`config.mk`:
```
export PLATFORM = sky130hd
export DESIGN_NAME = satc_ram
export DESIGN_NICKNAME = d
export VERILOG_FILES = /design/src/satc_ram.sv
export SDC_FILE = /design/constraint.sdc
export NUM_CORES = 1
export LEC_CHECK = 0
export BUFFER_PORTS_ARGS = -buffer_cell sky130_fd_sc_hd__buf_2
export CAP_MARGIN = 30
export CORE_UTILIZATION = 30
export CTS_CLUSTER_DIAMETER = 30
export DETAILED_ROUTE_END_ITERATION = 16
export GPL_TIMING_DRIVEN = 0
export MAX_ROUTING_LAYER = met4
export PLACE_DENSITY_LB_ADDON = 0.15
export SETUP_SLACK_MARGIN = 0.5
export SLEW_MARGIN = 20
export SYNTH_ARGS = -nofsm -noshare
export SYNTH_HDL_FRONTEND = slang
export SYNTH_SLANG_ARGS = --single-unit
```
`constraint.sdc`:
```
create_clock -name clk -period 2.45 [get_ports clk]
set_clock_uncertainty 0.2 [all_clocks]
set_input_delay 0.735 -clock clk [delete_from_list [all_inputs] [get_ports clk]]
set_output_delay 0.735 -clock clk [all_outputs]
set_load 0.01 [all_outputs]
```
`src/satc_ram.sv`:
```
module satc_ram #(
    parameter int WIDTH = 8,
    parameter int ADDR_BITS = 4
) (
    input  logic                 clk,
    input  logic                 we,
    input  logic [ADDR_BITS-1:0] waddr,
    input  logic [WIDTH-1:0]     wdata,
    input  logic [ADDR_BITS-1:0] raddr,
    output logic [WIDTH-1:0]     rdata
);
    logic [WIDTH-1:0] mem [2**ADDR_BITS];

    always_ff @(posedge clk)
    begin
        if (we)
        begin
            mem[waddr] <= wdata;
        end
        rdata <= mem[raddr];
    end
endmodule

```
Yosys cells after proc, flatten, opt, wreduce, memory -nomap -nowiden
Memories as Yosys holds them, arrays and structs flattened. A register that Yosys moved wholly into a read port is not among the register bits.
Index checks and enable logic that the tools add are counted.
{"block": "word_totals", "register_bits": 0, "ram_bits": 128, "output_inout_bits": 8, "wordCells": 3, "memories": 1}
{"name": "mem", "words": 16, "word_bits": 8, "read_ports": 1, "rd_clocked_by_memory_dff": 1, "write_ports": 1, "line_no": "12", "rtl": "logic [WIDTH-1:0] mem [2**ADDR_BITS];"}
{"block": "classes", "mux": 2}
{"cell": "2-to-1 mux 1 bit", "n": 2}

Depth between registers and ports, before layout
Gate-level depths: netlist of the first run.
{"block": "depth", "word_depth": 2, "mapped_depth": 5}

Worst setup path before layout of the first run
Ideal clock, no wire load.
{"block": "synth_path", "kind": "input port to flip-flop", "start": "input waddr[2]", "end": "memory mem[0][0] (enable)", "setup_ns": 0.383, "arrival_time_ns": 1.845, "setup_slack_ns": 0.022, "cell_stages": 2, "path_buffers": 0, "path_cell_list": "or3b_2 -> nor3_1"}
{"element": "start: declaration", "line_no": "7", "rtl": "input logic [ADDR_BITS-1:0] waddr,"}
{"element": "end: declaration", "line_no": "12"}
Straight into the memory's write port.

Final worst setup path of the first run
{"block": "layout_path", "start": "input waddr[1]", "end": "memory mem[9][3] (enable)"}
Straight into the memory's write port.

==> results of run 1 <==
==> area by class of cell <==
cell class	count	area [µm²]
clock inverters	10	125.1
repair buffers	25	140.1
fillers	1526	10430
well taps	220	275.3
clock buffers	22	464.2
flip-flops and latches	136	4004
multi-input cells	83	1082
plain buffers	10	122.6
==> worst max path at each step <==
| stage | start | endpoint | slack [ns] | cells after the start |
|---|---|---|---|---|
| floorplan | waddr[2] | mem[0][0] | 0.38 | 2 |
| global placement | waddr[1] | mem[13][0] | -0.02 | 3 |
| detailed placement | waddr[1] | mem[13][0] | -0.05 | 3 |
| CTS | waddr[1] | mem[9][3] | 0.41 | 3 |
| global route | waddr[2] | mem[11][4] | 0.33 | 3 |
| finish | waddr[1] | mem[9][3] | 0.43 | 3 |
==> sequential cells by signal (all words and copies together) (netlist names) <==
name and count:
mem 128, rdata 8
==> logic make-up (layout without fill, tap and decap cells) <==
group                  after synthesis  count (layout)
flip-flops                         136             136
AO/OA/AOI/OAI                       16              16
buffers and inverters               10              67
multiplexers                        32              32
AND/OR/NAND/NOR                     35              35
==> cell usage in the layout, fill, tap and decap left out, types with 2 or more instances in the layout <==
cell,count
edfxtp_1,128
mux4_2,31
buf_2,26
clkbuf_16,17
a22oi_1,15
nand2_1,9
dfxtp_1,8
nor2_2,7
clkinv_2,7
buf_12,4
clkdlybuf4s25_2,3
nor2_1,3
nor3_2,3
nor2_4,3
bufinv_16,3
clkbuf_1,3
nand3b_1,2
nand2b_1,2
clkbuf_8,2
==> cell usage after synthesis, types with 2 or more instances <==
master	number	area (µm²)
edfxtp_1	128	3844
mux4_2	18	405.4
a22oi_1	16	120.1
mux4_1	14	367.9
nor2_1	13	48.80
nand2_1	9	33.78
dfxtp_1	8	160.2
nor3_1	4	20.02
buf_2	3	15.01
buf_6	3	33.78
clkdlybuf4s25_2	3	30.03
nand2b_1	2	12.51
nand3b_1	2	15.01
==> critical path: stages <==
cell and delay (ns):
buf_2 0.17, nand2b_1 0.29, nor2_1 0.66
==> per-layer routing <==
metal | up-vias | track usage, %
met2 | 45 | 19.58
li1 | 1047 | -
met3 | 12 | 3.142
met5 | - | -
met1 | 1205 | 18.62
met4 | 0 | 6.130
==> through the flow <==
| stage | util (%) | worst slack [ns] | area [µm²] | instances |
|---|---|---|---|---|
| floorplan | - | 0.3819 | 5184 | 229 |
| global placement | 33.52 | -0.02000 | 5579 | 473 |
| detailed placement | 33.52 | -0.04589 | 5579 | 473 |
| CTS | 37.31 | 0.4138 | 6208 | 506 |
| global route | 37.34 | 0.3331 | 6213 | 506 |
| finish | 37.34 | 0.4300 | 6213 | 506 |
==> timing repair <==
| action | 4_1_cts | 5_1_grt |
|---|---|---|
| resized for setup | 7 | 2 |
| gates cloned | 0 | 0 |
| endpoints found under the setup margin | 89 | 49 |
| buffers inserted | 1 | 0 |
==> power by group through the flow <==
stage / clock network, W / logic [W] / registers (W)
after floorplan: 0 / 0.000148 / 0.00267
after global placement: 0 / 0.000280 / 0.00266
after detailed placement: 0 / 0.000284 / 0.00266
after CTS: 0.00257 / 0.000289 / 0.00261
after global routing: 0.00266 / 0.000307 / 0.00262
final: 0.00254 / 0.000281 / 0.00261
==> results by group, run 1 <==
Synthesis
  • Mux cell area share after synthesis: around 15%
  • Post-Synth XOR/XNOR Area: 0%
  • Synth Instances: 229
  • Synthesized flop and latch total: between 100 and 150
  • Number of synthesized flops with an enable pin: between 100 and 150
  • Async SR Flop Fraction: 0%
  • Top_reg_cell synth: edfxtp_1
  • Mean area per synthesized cell: 22.48 µm²
  • Yosys warning total: 0
  • Largest family of logic cells by synthesized area: multiplexers
  • Synth Area in Compound Gates: 2.333%
  • Synthesized-area fraction occupied by adder cells: 0%
  • Post-Synth Simple-Gate Area: about 3.2%
  • Register area share after synthesis: between 70 and 80%
  • Mapped cell area: roughly 0.0051 mm²
  • Syn nets: 247
  • Post-synth cell types: 19

Power and ir drop
  • Leakage: roughly 2 nW
  • Switch Pwr: ~0.0011 W
  • Power Total: between 0.005 and 0.006 W
  • Clock share of power: a little under half
  • Combinational share of power: approximately 5.2%
  • Flop pwr share: 48.1%
  • P_int: about 0.0044 W
  • Switch share: 19.78%
  • Peak supply drop: about 0.49 mV
  • Pwr/cell area: just under 900 mW/mm²

Global route
  • Largest net degree at the start of global routing: 17
  • Initial antenna violation count: 0
  • Total GRT Usage: between 10% and 20%
  • Total gr overflow: 0
  • First-pass GRT wire length: around 16000 µm
  • Vias in the first global route: ~2400

STA
  • RSZ-0062 raised after global routing: yes
  • Final hold vios: 0
  • Final min period: about 2.0 ns
  • Final setup fails: 0
  • Final Cycle Share: roughly 80%
  • Setup TNS: 0 ns
  • Max Freq: 0.4950 GHz
  • Fin. max-slew vios: 0
  • Relative slew slack: 45.97%
  • Worst-Margin Slew: a little over 0.8 ns
  • Hold WS: ~0.5 ns

Setup path
  • CP max FO: 8
  • Crit path launch type: input port
  • Reg-to-reg setup timing slack: ~0.88 ns
  • Arrival time at the worst endpoint: ~1.9 ns
  • Crit Reg-Reg Endpoint: rdata[0]
  • Worst path required time: between 2 and 2.5 ns
  • Launching point of the worst reg2reg path: mem[1][0]
  • Worst reg-to-reg path cell count: 3
  • Kind of critical path: input port to flop
  • Setup crit end kind: flop

CTS
  • TritonCTS buffer count: 17
  • Root buffer cell: clkbuf_16
  • CTS sink cnt: approximately 140
  • CTS Hold Bufs: 0
  • CTS tree: done
  • Clock buffer depth: 2
  • Clk slew on worst S/H paths: about 0.050 ns
  • H-tree depth: 4
  • Clk_lat worst skew: ~0.41 ns

Final layout
  • Layout cell share with drive strength beyond 1: approximately two fifths
  • Area grow syn2layout: 20.71%
  • N_diodes: 0
  • Final nets: roughly 290

Route
  • DRT met1 WL: between 5000 and 6000 µm
  • Met2 Wirelength: between 4000 and 5000 µm
  • Routed met3 length: 408 µm
  • Highest metal used: met4
  • TritonRoute pass-1 iters: 4
  • # DRC: 0
  • Final wirelength: 10690 µm
  • Vias per cell: about 4.6
  • Vias: 2309
  • Routed len/inst: 21.13 µm
  • Antenna-violating nets left: 0
  • Starting DRT DRC Count: between 100 and 150

Floorplan
  • Initial Utilization: between 30% and 40%
  • Io pins: 26
  • Floorplan row count: 47
  • Die width: 133.0 µm
  • Core Area: 0.01664 mm²
  • Die Y: around 130 µm
  • Die ar.: 0.01769 mm²

Flow run
  • MaxCap Viol Count: 0

Placed design
  • RD Place Congestion: between 0.6 and 0.7
  • Buffers on Ports: 24
  • Detailed placer's ending HPWL: 6803 µm

Hold path
  • HP Start: mem[8][0]
  • Worst hold path class: flop to flop
  • Hold path cells: 3
  • Hold Path End: rdata[0]

Status
  • Status: complete, no violations
No activity file was read; power rests on OpenSTA's default activity.
==> run 2, diff against run 1 <==
==> constraint.sdc (replaced) <==
create_clock -name clk -period 1.7 [get_ports clk]
set_clock_uncertainty 0.2 [all_clocks]
set_input_delay 0.51 -clock clk [delete_from_list [all_inputs] [get_ports clk]]
set_output_delay 0.51 -clock clk [all_outputs]
set_load 0.01 [all_outputs]
==> results by group, run 2 (synthesis gave the netlist of run 1 again) <==
Power and ir drop
  • Pwr/cell area: 1104 mW/mm² (was 874.4 mW/mm²)
  • Combinational share of power: 6.8% (was 5.2%)
  • Switch share: 20.03% (was 19.78%)
  • Leakage: 2.175 nW (was 2.012 nW)
  • Switch Pwr: 0.001489 W (was 0.001075 W)
  • Clock share of power: 42.5% (was 46.7%)
  • P_int: 0.005946 W (was 0.004358 W)
  • Flop pwr share: 50.8% (was 48.1%)
  • Peak supply drop: 0.6575 mV (was 0.4902 mV)

CTS
  • Root buffer cell: clkbuf_16 (unchanged)
  • Clock buffer depth: 2 (unchanged)
  • CTS sink cnt: 136 (unchanged)
  • Clk slew on worst S/H paths: 0.05 ns (about the same)
  • Clk_lat worst skew: 0.41 ns (about the same)
  • CTS Hold Bufs: 0 (unchanged)
  • CTS tree: done (unchanged)
  • TritonCTS buffer count: 17 (unchanged)
  • H-tree depth: 4 (unchanged)

Final layout
  • Final core utilization: 40.46% (was 37.34%)
  • Most common cell after layout, fill and taps aside: edfxtp_1 (unchanged)
  • Top Registers: mem: 128 flops, rdata: 8 flops (unchanged)
  • Largest register FFs: 128 (unchanged)
  • Layout cell share with drive strength beyond 1: 47.70% (was 38.81%)
  • Final nets: 313 (was 291)
  • N_diodes: 0 (unchanged)
  • Highest-count cells in the layout ignoring fill and taps: edfxtp_1 (128), mux4_2 (32), buf_12 (20) (was edfxtp_1 (128), mux4_2 (31), buf_2 (26))
  • Largest register by flop count: mem (unchanged)
  • Area grow syn2layout: 30.82% (was 20.71%)

Flow run
  • MaxCap Viol Count: 0 (unchanged)

Floorplan
  • Die Y: 133.0 µm (unchanged)
  • Io pins: 26 (unchanged)
  • Core Area: 0.01664 mm² (unchanged)
  • Die width: 133.0 µm (unchanged)
  • Die ar.: 0.01769 mm² (unchanged)
  • Floorplan row count: 47 (unchanged)
  • Initial Utilization: 30.93% (unchanged)

Setup path
  • Crit path launch type: flop (was input port)
  • Kind of critical path: flop to primary output (was input port to flop)
  • CP top delay family: flip-flops (was simple AND/OR/NAND/NOR gates)
  • CP Buf/Inv Count: 1 (unchanged)
  • Critical path's largest stage delay: 0.32 ns (was 0.66 ns)
  • Critical Path Slowest Stage Cell: dfxtp_2 (was nor2_1)
  • Setup crit end kind: primary output (was flop)
  • Cell breakdown of the critical path: buf_6 (was buf_2, nand2b_1, nor2_1)
  • Worst path required time: 0.99 ns (was 2.29 ns)
  • Arrival time at the worst endpoint: 0.83 ns (was 1.86 ns)
  • CP max FO: 1 (was 8)

STA
  • RSZ-0062 raised after global routing: yes (unchanged)
  • Final Cycle Share: approximately nine tenths
  • Relative slew slack: 60.27% (was 45.97%)
  • Worst-Margin Slew: 0.5953 ns (was 0.8061 ns)
  • Fin. max-slew vios: 0 (unchanged)
  • Final min period: roughly 1.5 ns
  • Setup TNS: 0 ns (unchanged)
  • Max Freq: 0.6478 GHz
  • Final setup fails: 0 (unchanged)
  • Final hold vios: 0 (unchanged)

Route
  • Vias: 2434 (was 2309)
  • Antenna-violating nets left: 0 (unchanged)
  • Vias per cell: 4.645 (was 4.563)
  • Starting DRT DRC Count: 170 (was 148)
  • Routed len/inst: 20.63 µm (was 21.13 µm)
  • # DRC: 0 (unchanged)
  • Final wirelength: 10810 µm (was 10690 µm)
  • TritonRoute pass-1 iters: 4 (unchanged)

Global route
  • Total gr overflow: 0 (unchanged)
  • First-pass GRT wire length: 16730 µm (was 15840 µm)
  • Total GRT Usage: 14.25% (was 13.72%)
  • Largest net degree at the start of global routing: 17 (unchanged)
  • Initial antenna violation count: 0 (unchanged)
  • Vias in the first global route: 2675 (was 2398)

Placed design
  • RD Place Congestion: 0.6656 (was 0.6478)
  • Buffers on Ports: 24 (unchanged)
  • Detailed placer's ending HPWL: 6862 µm (was 6803 µm)

Hold path
  • Worst hold path class: input port to flop (was flop to flop)

Status
  • Status: complete, no violations (unchanged)
run 2: cell type report:
type                    count  area, µm²
flip-flops and latches    136       4009
fillers                  1469       9908
well taps                 220      275.3
plain buffers              10      132.6
multi-input cells          83       1227
clock buffers              21      440.4
clock inverters             7      57.56
repair buffers             47      591.8
run 2: per-layer routing:
layer  share of wire, %  track usage [%]
met1                 46            18.04
met3                4.4            4.023
met4                1.4            5.172
met2                 48            21.82
met5                  0                -
run 2: final timing paths:
kind                            cells past startpoint        end  startpoint  slack [ns]
worst min-delay path                                1  mem[5][6]    wdata[6]        0.29
worst min register to register                      3   rdata[5]  mem[15][5]        0.47
worst max-delay path                                1   rdata[1]    rdata[1]        0.16
worst max register to register                      3   rdata[1]   mem[0][1]        0.21
run 2: what timing repair did:
item / in CTS / in global routing
resized for setup: 38 / 9
pin swaps: 19 / 11
setup buffers: 19 / 3
endpoints found under the hold margin: 0 / 0
setup endpoints to repair: 144 / 128
cloned: 1 / 0
run 2: through the flow:
| stage | total power [W] | cell area, µm² | hold slack (ns) | cells | setup WS (ns) |
|---|---|---|---|---|---|
| global route | 0.007694 | 6734 | 0.2792 | 524 | 0.1094 |
| global placement | 0.004250 | 5670 | 0.4604 | 473 | -0.5195 |
| floorplan | 0.004072 | 5275 | 0.4089 | 229 | -0.1130 |
| finish | 0.007435 | 6734 | 0.2908 | 524 | 0.1562 |
| detailed placement | 0.004255 | 5670 | 0.4710 | 473 | -0.5313 |
| CTS | 0.007502 | 6685 | 0.2721 | 521 | 0.1286 |
run 2: power by group through the flow:
stage                     logic, W  clock network, W  registers, W
final                     0.000503           0.00316       0.00377
after global routing      0.000543           0.00337       0.00378
after CTS                 0.000500           0.00323       0.00377
after detailed placement  0.000418                 0       0.00384
after global placement    0.000417                 0       0.00383
after floorplan           0.000227                 0       0.00385
==> run 3, diff against run 2 <==
--- a/config.mk
+++ b/config.mk
@@ -12,7 +12,8 @@
 export DETAILED_ROUTE_END_ITERATION = 16
 export GPL_TIMING_DRIVEN = 0
 export MAX_ROUTING_LAYER = met4
-export PLACE_DENSITY_LB_ADDON = 0.15
+export PLACE_DENSITY = 0.58
+export RECOVER_POWER = 100
 export SETUP_SLACK_MARGIN = 0.5
 export SLEW_MARGIN = 20
 export SYNTH_ARGS = -nofsm -noshare
==> results by group, run 3 (synthesis gave the netlist of run 1 again) <==
Status
  • Status: complete, no violations (unchanged)

Placed design
  • Buffers on Ports: 24 (unchanged)
  • RD Place Congestion: 0.6984 (was 0.6656)
  • Placed Area: 0.005670 mm² (unchanged)
  • Detailed placer's ending HPWL: 6388 µm (was 6862 µm)

Route
  • # DRC: 0 (unchanged)
  • TritonRoute pass-1 iters: 4 (unchanged)
  • Routed len/inst: 20.41 µm (was 20.63 µm)
  • Vias: 2507 (was 2434)
  • Antenna-violating nets left: 0 (unchanged)
  • Starting DRT DRC Count: 214 (was 170)
  • Vias per cell: 4.704 (was 4.645)
  • Final wirelength: 10880 µm (was 10810 µm)

CTS
  • TritonCTS buffer count: 17 (unchanged)
  • Clk_lat worst skew: 0.41 ns (about the same)
  • Root buffer cell: clkbuf_16 (unchanged)
  • Clock buffer depth: 2 (unchanged)
  • CTS sink cnt: 136 (unchanged)
  • Clk slew on worst S/H paths: 0.06 ns (was 0.05 ns)
  • CTS tree: done (unchanged)
  • H-tree depth: 4 (unchanged)

Setup path
  • Critical path's largest stage delay: 0.49 ns (was 0.32 ns)
  • Arrival time at the worst endpoint: 1.67 ns (was 0.83 ns)
  • Worst path required time: 1.79 ns (was 0.99 ns)
  • CP top delay family: multiplexers (was flip-flops)
  • CP max FO: 8 (was 1)
  • CP Buf/Inv Count: 2 (was 1)
  • Cell breakdown of the critical path: buf_16, buf_12, mux4_2, a22oi_1, nand2_1 (was buf_6)
  • Critical Path Slowest Stage Cell: mux4_2 (was dfxtp_2)
  • Launching point of the worst reg2reg path: mem[3][1] (was mem[0][1])
  • Kind of critical path: input port to flop (was flop to primary output)
  • Setup crit end kind: flop (was primary output)
  • CP Launch Point: raddr[0] (was rdata[1])
  • Crit path launch type: input port (was flop)

STA
  • Max Freq: 0.6313 GHz (was 0.6478 GHz)
  • Relative slew slack: 55.19% (was 60.27%)
  • Final Cycle Share: 93.18% (was 90.81%)
  • Final setup fails: 0 (unchanged)
  • Final min period: 1.584 ns (was 1.544 ns)
  • Fin. max-slew vios: 0 (unchanged)
  • Final hold vios: 0 (unchanged)
  • RSZ-0062 raised after global routing: yes (unchanged)
  • Worst-Margin Slew: 0.6722 ns (was 0.5953 ns)

Power and ir drop
  • Peak supply drop: 0.7465 mV (was 0.6575 mV)
  • Leakage: 2.148 nW (was 2.175 nW)
  • Pwr/cell area: 1149 mW/mm² (was 1104 mW/mm²)

Final layout
  • Final design area excluding fillers: 0.006539 mm² (was 0.006734 mm²)
  • Final nets: 318 (was 313)
  • Layout cell share with drive strength beyond 1: 38.34% (was 47.70%)
  • Highest-count cells in the layout ignoring fill and taps: edfxtp_1 (128), mux4_2 (31), clkbuf_1 (22) (was edfxtp_1 (128), mux4_2 (32), buf_12 (20))
  • Top Registers: mem: 128 flops, rdata: 8 flops (unchanged)
  • N_diodes: 0 (unchanged)
  • Most common cell after layout, fill and taps aside: edfxtp_1 (unchanged)
  • Layout fillers: 1507 (was 1469)
  • Final core utilization: 39.29% (was 40.46%)
  • Largest register FFs: 128 (unchanged)
  • Largest register by flop count: mem (unchanged)
  • Area grow syn2layout: 27.03% (was 30.82%)

Floorplan
  • Floorplan row count: 47 (unchanged)
  • Core Area: 0.01664 mm² (unchanged)
  • Io pins: 26 (unchanged)
  • Die ar.: 0.01769 mm² (unchanged)
  • Die Y: 133.0 µm (unchanged)
  • Initial Utilization: 30.93% (unchanged)
  • Die width: 133.0 µm (unchanged)

Global route
  • Initial antenna violation count: 0 (unchanged)
  • Total GRT Usage: 14.09% (was 14.25%)
  • Largest net degree at the start of global routing: 17 (unchanged)
  • Total gr overflow: 0 (unchanged)
  • First-pass GRT wire length: 16750 µm (was 16730 µm)
  • Vias in the first global route: 2687 (was 2675)

Hold path
  • Worst hold path class: input port to flop (unchanged)
  • HP Start: waddr[0] (was wdata[6])

Flow run
  • MaxCap Viol Count: 0 (unchanged)
[run 3: power breakdown]
part           switching, W  internal, W
clock               0.00128      0.00200
sequential        0.0000189      0.00375
combinational      0.000242     0.000219
total               0.00154      0.00597
[run 3: cell type report]
cell class / instances / area [µm²] / share of cell area [%]
Buffer: 10 / 140.1 / 2.143
Clock buffer: 24 / 491.7 / 7.520
Clock inverter: 8 / 47.55 / 0.7271
Multi-Input combinational cell: 83 / 1112 / 17.01
Sequential cell: 136 / 4004 / 61.23
Tap cell: 220 / 275.3 / 4.210
Timing Repair Buffer: 52 / 467.9 / 7.157
[run 3: routing by layer]
metal	up-vias	global-route usage, %	share of wire (%)
met1	1316	18.28	42
met5	-	-	0
met2	72	21.18	50
li1	1107	-	-
met3	12	3.218	6.5
met4	0	6.130	1.2
[run 3: tightest hold or removal path, delay by kind of cell]
kind / cells / cell delay [ns]
simple gates: 1 / 0.06
buf+inv: 2 / 0.26
[run 3: metrics by stage]
stage               setup WS [ns]  setup TNS (ns)  cells  hold WS (ns)  power [W]
floorplan                 -0.1130          -2.917    229        0.4089   0.004072
detailed placement        -0.4929          -44.11    473        0.4789   0.004245
finish                     0.1159               0    533        0.3808   0.007512
global placement          -0.4776          -41.73    473        0.4791   0.004234
global route              0.06722               0    533        0.3872   0.007753
CTS                        0.1281               0    531        0.2609   0.007636
[run 3: final timing paths]
check | depth (start not counted) | slack, ns | to
setup / recovery | 5 | 0.12 | rdata[1]
hold / removal | 3 | 0.38 | mem[4][3]
setup reg to reg | 3 | 0.17 | rdata[1]
hold reg to reg | 3 | 0.49 | rdata[7]
[run 3: timing repair]
item | in CTS | in global routing
buffers inserted | 23 | 2
setup endpoints to repair | 144 | 135
cloned | 3 | 0
pin swaps | 23 | 13
hold buffers | 0 | 0
gates resized for setup | 47 | 5
